`src/rtl/core/tlv_pkg.sv`:
```
// Package for the record region parser: sizes, cause and status codes.
// No dependencies.
package tlv_pkg;
   localparam int MaxRegionBytes = 65536;
   localparam int SeenDepth      = 512;
   localparam int CountWidth     = $clog2(MaxRegionBytes + 1);
   localparam int SeenAddrWidth  = (SeenDepth > 1) ? $clog2(SeenDepth) : 1;
   localparam int FillWidth      = $clog2(SeenDepth + 1);
   localparam int QueueDepth     = 4;
   localparam int QueueAddrWidth = $clog2(QueueDepth);

   localparam logic [1:0] STATUS_OK       = 2'd0;
   localparam logic [1:0] STATUS_PROTOCOL = 2'd1;
   localparam logic [1:0] STATUS_CAPABILITY = 2'd2;

   localparam logic [3:0] CAUSE_NONE      = 4'd0;
   localparam logic [3:0] CAUSE_TRUNC_HDR = 4'd1;
   localparam logic [3:0] CAUSE_BAD_FLAGS = 4'd2;
   localparam logic [3:0] CAUSE_BAD_LEN   = 4'd3;
   localparam logic [3:0] CAUSE_TRUNC_PAD = 4'd4;
   localparam logic [3:0] CAUSE_PAD_DIRTY = 4'd5;
   localparam logic [3:0] CAUSE_DUPLICATE = 4'd6;
   localparam logic [3:0] CAUSE_TOO_MANY  = 4'd7;
   localparam logic [3:0] CAUSE_BAD_TOPO  = 4'd8;
   localparam logic [3:0] CAUSE_UNK_CRIT  = 4'd9;

   localparam logic [15:0] TYPE_TOPOLOGY = 16'd1;
   localparam logic [31:0] TOPO_LENGTH   = 32'd24;

   // Record or end-of-region summary passed from front to back
   typedef struct packed {
      logic        is_end;      // end of region
      logic [3:0]  cause;       // front cause (latched or end-time)
      logic [15:0] rec_type;
      logic        critical;
      logic        topo_ok;     // type 1 with flags 1, length 24
      logic        topo_bad;    // type 1 otherwise
      logic        pad_dirty;
      logic [63:0] job_hi;
      logic [63:0] job_lo;
      logic [31:0] rank;
      logic [31:0] world;
   } work_type;
endpackage

```
`src/rtl/core/tlv_queue.sv`:
```
// Short FIFO of work entries between front and back.
// Depends on tlv_pkg.
module tlv_queue import tlv_pkg::*; (
   input  logic     clock,
   input  logic     reset,
   input  logic     push,
   input  work_type push_data,
   output logic     full,
   input  logic     pop,
   output logic     empty,
   output work_type head
);
   work_type                slot_ff [QueueDepth];
   logic [QueueAddrWidth-1:0] wr_ff, rd_ff;
   logic [QueueAddrWidth:0]   used_ff;

   assign full  = used_ff == (QueueAddrWidth+1)'(QueueDepth);
   assign empty = used_ff == '0;
   assign head  = slot_ff[rd_ff];

   // Store on push, advance on pop
   always_ff @(posedge clock) begin
      if (push) slot_ff[wr_ff] <= push_data;
      if (reset) begin
         wr_ff   <= '0;
         rd_ff   <= '0;
         used_ff <= '0;
      end else begin
         if (push) wr_ff <= wr_ff + 1'b1;
         if (pop)  rd_ff <= rd_ff + 1'b1;
         used_ff <= used_ff + (QueueAddrWidth+1)'(push) - (QueueAddrWidth+1)'(pop);
      end
   end
endmodule

```
`config.mk`:
```
export PLATFORM = sky130hd
export DESIGN_NAME = tlv_queue
export DESIGN_NICKNAME = d
export VERILOG_FILES = /design/src/rtl/core/tlv_pkg.sv /design/src/rtl/core/tlv_queue.sv
export SDC_FILE = /design/constraint.sdc
export NUM_CORES = 1
export LEC_CHECK = 0
export ABC_AREA = 0
export ABC_CLOCK_PERIOD_IN_PS = 6050
export BUFFER_PORTS_ARGS = -buffer_cell sky130_fd_sc_hd__buf_2
export CAP_MARGIN = 20
export CORE_UTILIZATION = 45
export DETAILED_ROUTE_END_ITERATION = 8
export PLACE_DENSITY = 0.67
export SYNTH_ARGS = -nofsm -noshare
export SYNTH_HDL_FRONTEND = slang
export SYNTH_SLANG_ARGS = --single-unit
```
`constraint.sdc`:
```
create_clock -name clock -period 6.05 [get_ports clock]
set_clock_uncertainty 0.2 [all_clocks]
set_input_delay 0.605 -clock clock [delete_from_list [all_inputs] [get_ports clock]]
set_output_delay 0.605 -clock clock [all_outputs]
set_load 0.05 [all_outputs]
```
* After elaboration in Yosys (flattened, before gate mapping)
Memory sizes are Yosys's and may differ from the RTL's. A register that Yosys moved wholly into a read port is not among the register bits.
Cells that the tools add are included.
** Storage, ports and cells
- Bits of input ports :: 221
- Latch bits :: 0
- Output and inout bits :: 219
- RAM bits :: 868
- Bits in registers :: 7
- Memory bits (read-only) :: 0
- Memories kept :: 1
** Operators by class
- Equal/unequal tests :: 1
- $mul :: 0
- Bitwise logic cells :: 0
- Mux-type cells :: 4
- Div/mod/pow operators :: 0
- Reduce and logical (&&, ||, !) cells :: 1
- $add $sub $neg :: 4
- Shift operators :: 0
- Magnitude comparators :: 0
** Memory list
- slot_ff :: words 4, width 217, rd ports 1, clocked after Yosys merged registers in 1, wr ports 1, RTL line tlv_queue.sv:13 : work_type slot_ff [QueueDepth];
** Operators by type and width (count)
- $add 2x1->2 const B :: 2
- $mux 2 :: 2
- $add 3x1->3 :: 1
- $eq 3x3->1 const B :: 1
- $logic_not 3->1 :: 1
- $sub 3x1->3 :: 1
- $mux 1 :: 2

* Longest topological paths before layout
- Depth after elaboration :: 3
- Gate-level depth with buffers :: 7
- Depth with buffers taken out :: 7

* Least setup slack after synthesis
No wires, ideal clock.
- Kind :: input -> register
- Start point :: input push
- End point :: memory slot_ff[0][0] (netlist bit) (enable)
- Data arrival time :: 5.522 ns
- Path buffers :: 0
- Path slack :: -0.275 ns
- Data required time :: 5.246 ns
- Stages on the path :: 1
- Path through :: and2_1
** On the way
- Word-level cells in the longest chain between the ends :: 2
** RTL lines
- start, declared :: RTL line tlv_queue.sv:6 : input logic push,
- $mux 1 :: RTL line tlv_queue.sv:23 : if (push) slot_ff[wr_ff] <= push_data;
- $mux 1 (implied by the code) :: RTL line tlv_queue.sv:23
- end, declared :: RTL line tlv_queue.sv:13
Every way passes these cells.

==> results.json <==
{
  "outcome": "finished, final reports clean",
  "max_slew_headroom_at_the_worst_pin_pct": 37.9,
  "drtIter0Drc": 958,
  "drt-wirelength-per-cell_um": 21.9,
  "cts_buf_count": 87,
  "grt_max_degree": 132,
  "finalNetCount": 2114,
  "grt_remaining_overflow": 0,
  "layout-area-overhead-vs-synth_pct": 26.0,
  "drtPass1Iterations": 4,
  "area_of_the_placeable_core_um2": 69200,
  "vdd_drop_max_mv": 0.271,
  "yosysUniqueCellTypes": 20,
  "grt_pass1_vias": 16500,
  "crit-reg2reg-launch": "wr_ff[0]",
  "post-route-min-period_ps": 3710,
  "synth_edf_count": 868,
  "hold-path-cell-count": 1,
  "boundaryPins": 440,
  "fin_setup_tns_ps": 0,
  "clk_latency_ps": 620,
  "detailroute.via_count": 14900,
  "synthesis.instances": 1175,
  "power.leakage_uw": 0.0135,
  "postSynthRegisterBits": 877,
  "avgSynthCellArea_um2": 27.0,
  "gpl.final_weighted_congestion": 0.739,
  "die_w_um": 268,
  "design.die.area_um2": 71600,
  "end_kind": "output pin",
  "cts.repair_timing.setup_buffer_count": 0,
  "grt_first_pass_wirelength_mm": 95.1,
  "mappedNetlistNets": 1403,
  "htree_num_levels": 3,
  "die_h_um": 268,
  "setup-violations-final": 0,
  "final_max_slew_viol_count": 0,
  "cts.sinks": 877,
  "timing.max_cap.violations": 0,
  "drcViolationCount": 0,
  "r2r-end": "slot_ff[0][59]",
  "cts.root.buffer_cell": "clkbuf_16",
  "antenna_found_initial": 6,
  "min_period_over_period_pct": 61.3,
  "critical_path_required_ps": 5240,
  "post_route_cells_drive_above_1_share_pct": 40.9,
  "clockBufferDepth": 3,
  "critical_path_at_ps": 2900,
  "synth_seq_area_share_pct": 82.7,
  "track_usage_pct": 17.8,
  "cts.reportedPaths.clkPinSlew_ps": 60,
  "vias_per_cell": 5.17,
  "timing_worst_slew_pin_value_ps": 931,
  "timing.critical_path.fanout_max": 92,
  "drt.antenna.violating_nets": 0,
  "ys_dominant_reg_cell": "edfxtp_1",
  "worst_min_path_class": "in2reg",
  "tritoncts": "yes",
  "floorplan.initialDensity_pct": 45.8,
  "floorplan.rows": 96,
  "port_buffers": 439,
  "detail_route.wirelength_mm": 63.4,
  "synth.yosys.warnings": 0,
  "timing_worst_setup_path_type": "reg2out",
  "report.final.hold_viol_count": 0,
  "hold_path_startpoint": "push_data[1]",
  "max_freq_mhz": 270,
  "unrepaired_setup_endpoints_after_global_routing": "false",
  "final_core_utilization_pct": 57.8,
  "r2r.worst_path.cells": 4,
  "asyncSetResetFlopFracSynth_pct": 0,
  "dp_hpwl_mm": 35.6,
  "hold_end": "slot_ff[0][1]",
  "setup.reg_to_reg.worst_slack_ps": 3320,
  "startpoint_type": "flop",
  "syn-cell-area_um2": 31700,
  "power.density_cell_area_nw_per_um2": 358
}
[layout by cell type, fill, tap and decap left out]
cell type      count
a21bo_2            1
a21oi_1            1
and2_4             4
and3_1             1
buf_12             8
buf_2            439
buf_4              7
bufinv_16          6
clkbuf_1          19
clkbuf_16         89
clkbuf_8           5
clkinv_1          18
clkinv_16          1
clkinv_2          16
clkinv_4           2
clkinv_8           1
dfxtp_1            7
dfxtp_4            2
diode_2            5
dlygate4sd3_1    216
edfxtp_1         868
fa_1               1
ha_1               6
inv_1              6
inv_16             2
mux2i_1            1
mux4_2           217
nand3b_1           1
nor2_1             5
nor2b_1            2
nor3_1             1
xnor2_1            2
xor3_1             1
[where the power goes]
part           leakage (uW)  switching [uW]  internal, uW
Sequential          0.00805            75.3          6990
Combinational       0.00406            1370           643
Clock               0.00138            2200          3030
Total                0.0135            3640         10700
[state kept, by name, indices dropped and copies added, names as in the netlist, named ones only]
| signal | flops |
|---|---|
| used_ff | 3 |
| rd_ff | 2 |
| wr_ff | 2 |
| slot_ff | 868 |
[worst max-delay path: stages (launching register included)]
cell and delay, ps:
dfxtp_4 590, buf_12 530, mux4_2 650, buf_2 240
[cell type report]
| class | instances | area (um^2) |
|---|---|---|
| Tap cell | 931 | 1160 |
| Antenna cell | 5 | 12.5 |
| Sequential cell | 877 | 26300 |
| Clock inverter | 46 | 432 |
| Multi-Input combinational cell | 244 | 5130 |
| Fill cell | 4994 | 29200 |
| Inverter | 6 | 22.5 |
| Timing Repair Buffer | 670 | 4570 |
| Clock buffer | 113 | 2370 |
[routing by layer]
layer  up-vias  GRT usage [%]  part of all wire (%)
li1       6550              -                     -
met1      7841           21.8                    39
met2       449           30.8                    51
met3       100           4.92                   6.9
met4         2           5.62                   2.3
met5         -              0                 0.020
[synth_stat cells (2+ instances only)]
cell	count	area [um^2]
dfxtp_1	9	180
nor2b_1	2	12.5
edfxtp_1	868	26100
inv_1	6	22.5
buf_6	16	180
buf_1	8	30.0
xnor2_1	2	17.5
and2_1	4	25.0
mux4_2	217	4890
ha_1	6	75.1
buf_2	24	120
nor2_1	5	18.8
[cells by family (layout without fill, tap and decap cells)]
kind of cell    count (synthesis)  in the layout  synth area share (%)
mux                           218            218                  15.4
fa+ha+maj                       7              7                 0.300
xor+xnor                        3              3                 0.130
buf+inv                        54            835                  1.11
compound gates                  2              2                0.0473
simple gates                   14             14                 0.237
other cells                     0              5                     0
flops                         877            877                  82.7
[through the flow]
step	power, uW	setup slack (ps)	cells	area (um^2)	hold slack [ps]
CTS	14500	2270	2887	39900	5.65
global route	14800	2180	2891	40000	6.83
detailed placement	9120	2960	2512	35000	313
finish	14300	2340	2892	40000	50.1
floorplan	8610	2150	1175	31700	292
global placement	9080	2950	2512	35000	301
[worst max path at each step]
| stage | to | slack [ps] | depth (start not counted) |
|---|---|---|---|
| global placement | head[100] | 2950 | 3 |
| finish | head[100] | 2340 | 3 |
| detailed placement | head[160] | 2960 | 3 |
| CTS | head[160] | 2270 | 3 |
| global route | head[160] | 2180 | 3 |
| floorplan | slot_ff[1][0] | 2150 | 1 |
[timing repair]
action                                 in CTS  in global routing
hold buffers                              216                  0
endpoints found under the hold margin     864                  0
resized for setup                           0                  0
Note: power is estimated with default switching activity, not from simulation.
