### src/rtl/core/tlv_pkg.sv
// Package for the record region parser: sizes, cause and status codes.
// No dependencies.
package tlv_pkg;
   localparam int MaxRegionBytes = 65536;
   localparam int SeenDepth      = 512;
   localparam int CountWidth     = $clog2(MaxRegionBytes + 1);
   localparam int SeenAddrWidth  = (SeenDepth > 1) ? $clog2(SeenDepth) : 1;
   localparam int FillWidth      = $clog2(SeenDepth + 1);
   localparam int QueueDepth     = 4;
   localparam int QueueAddrWidth = $clog2(QueueDepth);

   localparam logic [1:0] STATUS_OK       = 2'd0;
   localparam logic [1:0] STATUS_PROTOCOL = 2'd1;
   localparam logic [1:0] STATUS_CAPABILITY = 2'd2;

   localparam logic [3:0] CAUSE_NONE      = 4'd0;
   localparam logic [3:0] CAUSE_TRUNC_HDR = 4'd1;
   localparam logic [3:0] CAUSE_BAD_FLAGS = 4'd2;
   localparam logic [3:0] CAUSE_BAD_LEN   = 4'd3;
   localparam logic [3:0] CAUSE_TRUNC_PAD = 4'd4;
   localparam logic [3:0] CAUSE_PAD_DIRTY = 4'd5;
   localparam logic [3:0] CAUSE_DUPLICATE = 4'd6;
   localparam logic [3:0] CAUSE_TOO_MANY  = 4'd7;
   localparam logic [3:0] CAUSE_BAD_TOPO  = 4'd8;
   localparam logic [3:0] CAUSE_UNK_CRIT  = 4'd9;

   localparam logic [15:0] TYPE_TOPOLOGY = 16'd1;
   localparam logic [31:0] TOPO_LENGTH   = 32'd24;

   // Record or end-of-region summary passed from front to back
   typedef struct packed {
      logic        is_end;      // end of region
      logic [3:0]  cause;       // front cause (latched or end-time)
      logic [15:0] rec_type;
      logic        critical;
      logic        topo_ok;     // type 1 with flags 1, length 24
      logic        topo_bad;    // type 1 otherwise
      logic        pad_dirty;
      logic [63:0] job_hi;
      logic [63:0] job_lo;
      logic [31:0] rank;
      logic [31:0] world;
   } work_type;
endpackage

### src/rtl/core/tlv_front.sv
// Front end: byte framing, header checks, topology capture.
// Depends on tlv_pkg; emits one work entry per record end or region end.
module tlv_front import tlv_pkg::*; (
   input  logic       clock,
   input  logic       reset,
   input  logic       in_valid,
   output logic       in_ready,
   input  logic       in_kind,
   input  logic [7:0] in_byte,
   input  logic       q_full,
   output logic       q_push,
   output work_type   q_data
);
   typedef enum logic [1:0] {PH_HEADER, PH_VALUE, PH_PAD} phase_type;

   phase_type             phase_ff;
   logic [CountWidth-1:0] count_ff;
   logic [63:0]           hdr_ff;
   logic [31:0]           left_ff;
   logic [2:0]            pad_ff;
   logic                  dirty_ff;
   logic [3:0]            err_ff;
   logic [63:0]           hi_ff, lo_ff;
   logic [31:0]           rank_ff, world_ff;

   logic        take;
   logic        live;
   logic [63:0] hdr_in;
   logic [15:0] h_type, h_flags;
   logic [31:0] h_len;
   logic        capture;
   logic [4:0]  idx;
   logic [2:0]  pad_in;
   logic [3:0]  end_cause;

   assign in_ready = !q_full;
   assign take     = in_valid && in_ready;
   assign live     = (err_ff == CAUSE_NONE) && (count_ff < CountWidth'(MaxRegionBytes));
   assign hdr_in   = {hdr_ff[55:0], in_byte};
   assign h_type   = hdr_ff[63:48];
   assign h_flags  = hdr_ff[47:32];
   assign h_len    = hdr_ff[31:0];
   assign capture  = (h_type == TYPE_TOPOLOGY) && (h_flags == 16'd1) && (h_len == TOPO_LENGTH);
   assign idx      = 5'(TOPO_LENGTH - left_ff);
   assign pad_in   = 3'(32'd0 - hdr_in[31:0]);

   // Cause at region end: the latched error, else one from the framing phase
   always_comb begin
      end_cause = err_ff;
      if (err_ff == CAUSE_NONE) begin
         case (phase_ff)
            PH_HEADER: if (count_ff[2:0] != 3'd0) end_cause = CAUSE_TRUNC_HDR;
            PH_VALUE:  end_cause = CAUSE_BAD_LEN;
            PH_PAD:    end_cause = CAUSE_TRUNC_PAD;
            default:   end_cause = err_ff;
         endcase
      end
   end

   // Build the queue entry for a finished record or the end marker
   always_comb begin
      q_data           = '0;
      q_data.rec_type  = h_type;
      q_data.critical  = h_flags[0];
      q_data.topo_ok   = capture;
      q_data.topo_bad  = (h_type == TYPE_TOPOLOGY) && !capture;
      q_data.pad_dirty = dirty_ff;
      q_data.job_hi    = hi_ff;
      q_data.job_lo    = lo_ff;
      q_data.rank      = rank_ff;
      q_data.world     = world_ff;
      q_push           = 1'b0;
      if (take && in_kind) begin
         q_push        = 1'b1;
         q_data.is_end = 1'b1;
         q_data.cause  = end_cause;
      end else if (take && live) begin
         case (phase_ff)
            PH_HEADER: begin
               if (count_ff[2:0] == 3'd7 && hdr_in[47:33] == 15'd0 &&
                   hdr_in[31:0] == 32'd0) begin
                  q_push           = 1'b1;
                  q_data.rec_type  = hdr_in[63:48];
                  q_data.critical  = hdr_in[32];
                  q_data.topo_ok   = 1'b0;
                  q_data.topo_bad  = hdr_in[63:48] == TYPE_TOPOLOGY;
                  q_data.pad_dirty = 1'b0;
               end
            end
            PH_VALUE: q_push = (left_ff == 32'd1) && (pad_ff == 3'd0);
            PH_PAD: begin
               q_push = pad_ff == 3'd1;
               q_data.pad_dirty = dirty_ff || (in_byte != 8'd0);
            end
            default: q_push = 1'b0;
         endcase
      end
   end

   // Advance the framing state
   always_ff @(posedge clock) begin
      if (reset) begin
         phase_ff <= PH_HEADER;
         count_ff <= '0;
         hdr_ff   <= '0;
         left_ff  <= '0;
         pad_ff   <= '0;
         dirty_ff <= 1'b0;
         err_ff   <= CAUSE_NONE;
         hi_ff    <= '0;
         lo_ff    <= '0;
         rank_ff  <= '0;
         world_ff <= '0;
      end else if (take && in_kind) begin
         phase_ff <= PH_HEADER;
         count_ff <= '0;
         hdr_ff   <= '0;
         left_ff  <= '0;
         pad_ff   <= '0;
         dirty_ff <= 1'b0;
         err_ff   <= CAUSE_NONE;
         hi_ff    <= '0;
         lo_ff    <= '0;
         rank_ff  <= '0;
         world_ff <= '0;
      end else if (take && live) begin
         count_ff <= count_ff + 1'b1;
         case (phase_ff)
            PH_HEADER: begin
               hdr_ff <= hdr_in;
               if (count_ff[2:0] == 3'd7) begin
                  if (hdr_in[47:33] != 15'd0) begin
                     err_ff <= CAUSE_BAD_FLAGS;
                  end else begin
                     left_ff  <= hdr_in[31:0];
                     pad_ff   <= pad_in;
                     dirty_ff <= 1'b0;
                     if (hdr_in[63:48] == TYPE_TOPOLOGY && hdr_in[47:32] == 16'd1 &&
                         hdr_in[31:0] == TOPO_LENGTH) begin
                        hi_ff    <= '0;
                        lo_ff    <= '0;
                        rank_ff  <= '0;
                        world_ff <= '0;
                     end
                     if (hdr_in[31:0] != 32'd0) phase_ff <= PH_VALUE;
                  end
               end
            end
            PH_VALUE: begin
               if (capture) begin
                  if (idx < 5'd16) begin
                     hi_ff <= {hi_ff[55:0], lo_ff[63:56]};
                     lo_ff <= {lo_ff[55:0], in_byte};
                  end else if (idx < 5'd20) begin
                     rank_ff <= {rank_ff[23:0], in_byte};
                  end else begin
                     world_ff <= {world_ff[23:0], in_byte};
                  end
               end
               left_ff <= left_ff - 1'b1;
               if (left_ff == 32'd1) phase_ff <= (pad_ff != 3'd0) ? PH_PAD : PH_HEADER;
            end
            PH_PAD: begin
               if (in_byte != 8'd0) dirty_ff <= 1'b1;
               pad_ff <= pad_ff - 1'b1;
               if (pad_ff == 3'd1) phase_ff <= PH_HEADER;
            end
            default: phase_ff <= PH_HEADER;
         endcase
      end
   end
endmodule

### config.mk
export PLATFORM = sky130hd
export DESIGN_NAME = tlv_front
export DESIGN_NICKNAME = d
export VERILOG_FILES = /design/src/rtl/core/tlv_pkg.sv /design/src/rtl/core/tlv_front.sv
export SDC_FILE = /design/constraint.sdc
export NUM_CORES = 1
export LEC_CHECK = 0
export BUFFER_PORTS_ARGS = -buffer_cell sky130_fd_sc_hd__buf_2
export CAP_MARGIN = 20
export CORE_AREA = 2 2 166 168
export CTS_CLUSTER_DIAMETER = 30
export CTS_CLUSTER_SIZE = 40
export DETAILED_ROUTE_END_ITERATION = 10
export DIE_AREA = 0 0 168 170
export GPL_TIMING_DRIVEN = 0
export PLACE_DENSITY = 0.76
export SYNTH_ARGS = -nofsm -noshare
export SYNTH_HDL_FRONTEND = slang
export SYNTH_SLANG_ARGS = --single-unit
### constraint.sdc
create_clock -name clock -period 2.48 [get_ports clock]
set_input_delay 0.124 -clock clock [delete_from_list [all_inputs] [get_ports clock]]
set_output_delay 0.124 -clock clock [all_outputs]
set_load 0.1 [all_outputs]
Yosys cells after proc, flatten, opt, wreduce, memory -nomap -nowiden --
Index checks and enable logic that the tools add are counted.
Storage, ports and cells: word-level logic and storage cells 129, register bits after elaboration 312
Cells by class: add/subtract/negate cells 5, order comparisons 3, equality and inequality tests 23, muxes and demuxes 50, reductions and logical operators 37
Operator list (number):
- $mux W64 | 7
- $mux W32 | 11
- $pmux W64 S2 | 2
- $pmux W32 S2 | 3
- $eq A16 B1 Y1 const B | 4
- $eq A32 B5 Y1 const B | 2
- $mux W20 | 3
- $eq A32 B1 Y1 const B | 1
- $logic_not A32 Y1 | 1
- $reduce_bool A32 Y1 | 1
- $sub A32 B1 Y32 const B | 1
- $ne A2 B2 Y1 const B | 12
- $mux W19 | 1
- $add A17 B1 Y17 const B | 1
- $lt A17 B17 Y1 const B | 1
- $reduce_and A8 Y1 | 2
- $logic_not A15 Y1 | 1
- $reduce_bool A15 Y1 | 1
- $mux W2 | 7
- $logic_and A1 B1 Y1 | 12
- $pmux W4 S3 | 1
- $reduce_and A4 Y1 | 3
- $lt A5 B5 Y1 const B | 2
- $reduce_bool A8 Y1 | 1
- other kinds (27) | 37

Logic depth before layout (Yosys ltp) --
word-level depth 9, depth in mapped cells 11

Least setup slack after synthesis --
Ideal clock, no wire load.
path kind input-to-output, start point input q_full, end point output q_data[212] (netlist bit), data required time 2356 ps, setup slack -3426 ps, cell stages on the path 3, arrival 5782 ps, cell sequence inv_1 -> nand3_1 -> a2111oi_0
RTL lines:
- start: declaration | line tlv_front.sv:10 | input logic q_full,
- end: declaration | line tlv_front.sv:12 | output work_type q_data

==> results.txt <==
Leakage: 0.00753 uW
Post-Route WL: 46,100 um
Synth top cells by count: nand2_1 (535), dfxtp_1 (312), mux2i_1 (195)
Reg2Reg Launch Point: err_ff[1]
Worst-path clk slew: 0.04 ns
CTS H-tree depth: 3
core area: 0.0267 mm2
top_reg_cell synth: dfxtp_1
worst setup margin: -0.421 ns
Synth warnings: 0
initial drt markers: 1,612
FMAX: 345 MHz
worst-path maximum fanout: 5
Pwr Total: 15,800 uW
area of the mapped netlist: 0.0135 mm2
Die Ht: 170 um
Worst Max-Slew Pin Slew: 0.920 ns
Pwr Density: 838 mW/mm2
die width: 168 um
Hold Worst Slack: 0.00886 ns
via count: 13,800
Combinational Power Share: 0.024
max-cap violations: 0
final setup violation count: 231
pin count of the biggest net entering global routing: 12
worst clock skew: 0.0320 ns
cells after synthesis: 1,633
Area growth syn-to-layout: 40.0%
ANT nets after route: 0
DPL Wire Length: 29,500 um
Rows: 60
synth unique cells: 63
TritonCTS Buffers: 69
WP data required: 2.36 ns
Root Buffer: clkbuf_16
starting density of the core: 0.507
RSZ-0062 raised after global routing: yes
Final Wtd Congestion: 0.925
PortBufs: 230
I/O pins: 232
Hold/Removal Path Class: primary input to register
# nets final: 1,984
top cells by area, synth: dfxtp_1 (46%), nand2_1 (15%), mux2i_1 (14%)
CP Capture Type: output pin
Max Slew Vio Count: 0
Post-synth EDFFs: 0
vias in the first global route: 13,400
Fin Setup TNS: -24.92 ns
area of the multi-input gates: 0.00717 mm2
average wire per standard cell: 19.5 um
CTS sink count: 312
die footprint: 0.0286 mm2
Yosys top cell by area: dfxtp_1
Pint: 12,400 uW
layout cells sized above 1: 0.255
sequential share of power: 0.319
pre-CTS setup slack: -0.774 ns
CP startpoint: hdr_ff[6]
Max-slew headroom: 0.386
kind of critical path: register to output pin
register area share after synthesis: 0.462
outcome: complete, but fails checks
clk buf depth: 3
Syn Nets: 1,655
Residual DRC: 0
initial antenna violation count: 1
HP Start: in_byte[0]
first-pass GRT wire length: 70,900 um
CTS tree: done
#FFs+latches synth: 312
GRT Total Usage: 0.310
power share of the clock group: 0.657
sw frac: 0.215
Net Switching: 3400 uW
startpoint types: register
fillcell total: 1,856
worst vdd ir: 0.580 mV
final hold viol count: 0
grt ovf: 0
syn_area_per_cell: 8.28 um2
Initial DRT Pass Iterations: 9
CP Data Arrival Time: 2.78 ns
Via-to-Cell Ratio: 5.84
asr flop ratio synth: 0
violated checks: negative setup slack
crit path time final: 2.90 ns
top-count cell post-synth: nand2_1
worst skew pair latency: 0.57 ns
area share of the leading cell type in the synthesized netlist: 0.462
storage element area: 0.00628 mm2
part of the cycle the worst path needs: 1.17
==> registers in the layout (all words and copies together), names as in the netlist <==
name / cells
pad_ff: 3
phase_ff: 2
dirty_ff: 1
lo_ff: 64
hi_ff: 64
err_ff: 1
hdr_ff: 64
rank_ff: 32
count_ff: 17
world_ff: 32
left_ff: 32
==> worst paths after layout <==
path | endpoint | slack [ns] | depth (start not counted)
worst max register to register | hdr_ff[55] | -0.25 | 7
worst min register to register | hi_ff[62] | 0.45 | 2
worst min-delay path | pad_ff[0] | 0.009 | 3
worst max-delay path | q_data[198] | -0.42 | 8
==> per-stage QoR <==
stage | cells | cell area (um2) | util
after detailed placement | 2204 | 15100 | 0.568
after global placement | 2204 | 15100 | 0.568
after global routing | 2361 | 18900 | 0.710
after floorplan | 1633 | 13600 | -
final | 2361 | 18900 | 0.710
after CTS | 2353 | 18700 | 0.701
==> worst max-delay path, stage by stage (launching register included) <==
cell and delay (ns):
dfxtp_4 0.35, nor4_4 0.34, nand4_1 0.22, nor4_4 0.32, nand4_1 0.16, buf_6 0.18, buf_4 0.16, mux2_4 0.32
buf_12 0.17
==> power by group through the flow <==
stage	logic [uW]	clock network [uW]	registers (uW)
after global routing	400	10700	5050
after detailed placement	303	0	5150
final	378	10400	5050
after CTS	354	10400	5050
after floorplan	198	0	5140
after global placement	301	0	5150
==> metal layers <==
layer	vias to the layer above	track usage	routed length, um
met5	-	0	0
met3	221	0.0681	4220
met1	6557	0.373	17400
met2	788	0.517	21900
li1	6229	-	-
met4	0	0.171	2590
==> what timing repair did <==
item                       CTS  global route
pin swaps                   23            16
hold endpoints to repair     9             0
cloned                       2             0
setup endpoints to repair  311           279
buffers inserted            15             7
hold buffers                 9             0
resized for setup          183            56
==> cell families after synthesis <==
group / Yosys count / share of synthesized area
other: 1 / 0.000277
muxes: 211 / 0.158
adders and majority gates: 9 / 0.00833
DFF: 312 / 0.462
AOI/OAI and AO/OA: 210 / 0.0927
buffers and inverters: 141 / 0.0415
xor gates and xnor gates: 14 / 0.00907
and+or+nand+nor: 735 / 0.228
==> layout make-up <==
cell class,count,share of cell area
timing repair buffer,263,0.0866
buffer,112,0.0339
antenna,1,0.000132
clock buffer,88,0.104
tap,341,0.0225
clock inverter,40,0.0380
sequential,312,0.332
inverter,24,0.00496
multi-input combinational,1180,0.379
==> layout by cell type (no fill, tap or decap), drive strengths merged, types with 10 or more instances in the layout <==
cell type | synthesis | final
nand2 | 535 | 535
dfxtp | 312 | 312
buf | 23 | 276
mux2i | 195 | 195
clkbuf | 94 | 178
a21oi | 102 | 102
nor2 | 75 | 75
o21ai | 37 | 37
inv | 24 | 29
nor4 | 26 | 26
nand3 | 18 | 18
nor3 | 18 | 18
bufinv | 0 | 16
mux2 | 16 | 16
a31oi | 11 | 11
clkinv | 0 | 11
or3 | 10 | 10
Power figures use the tool's default switching activity.
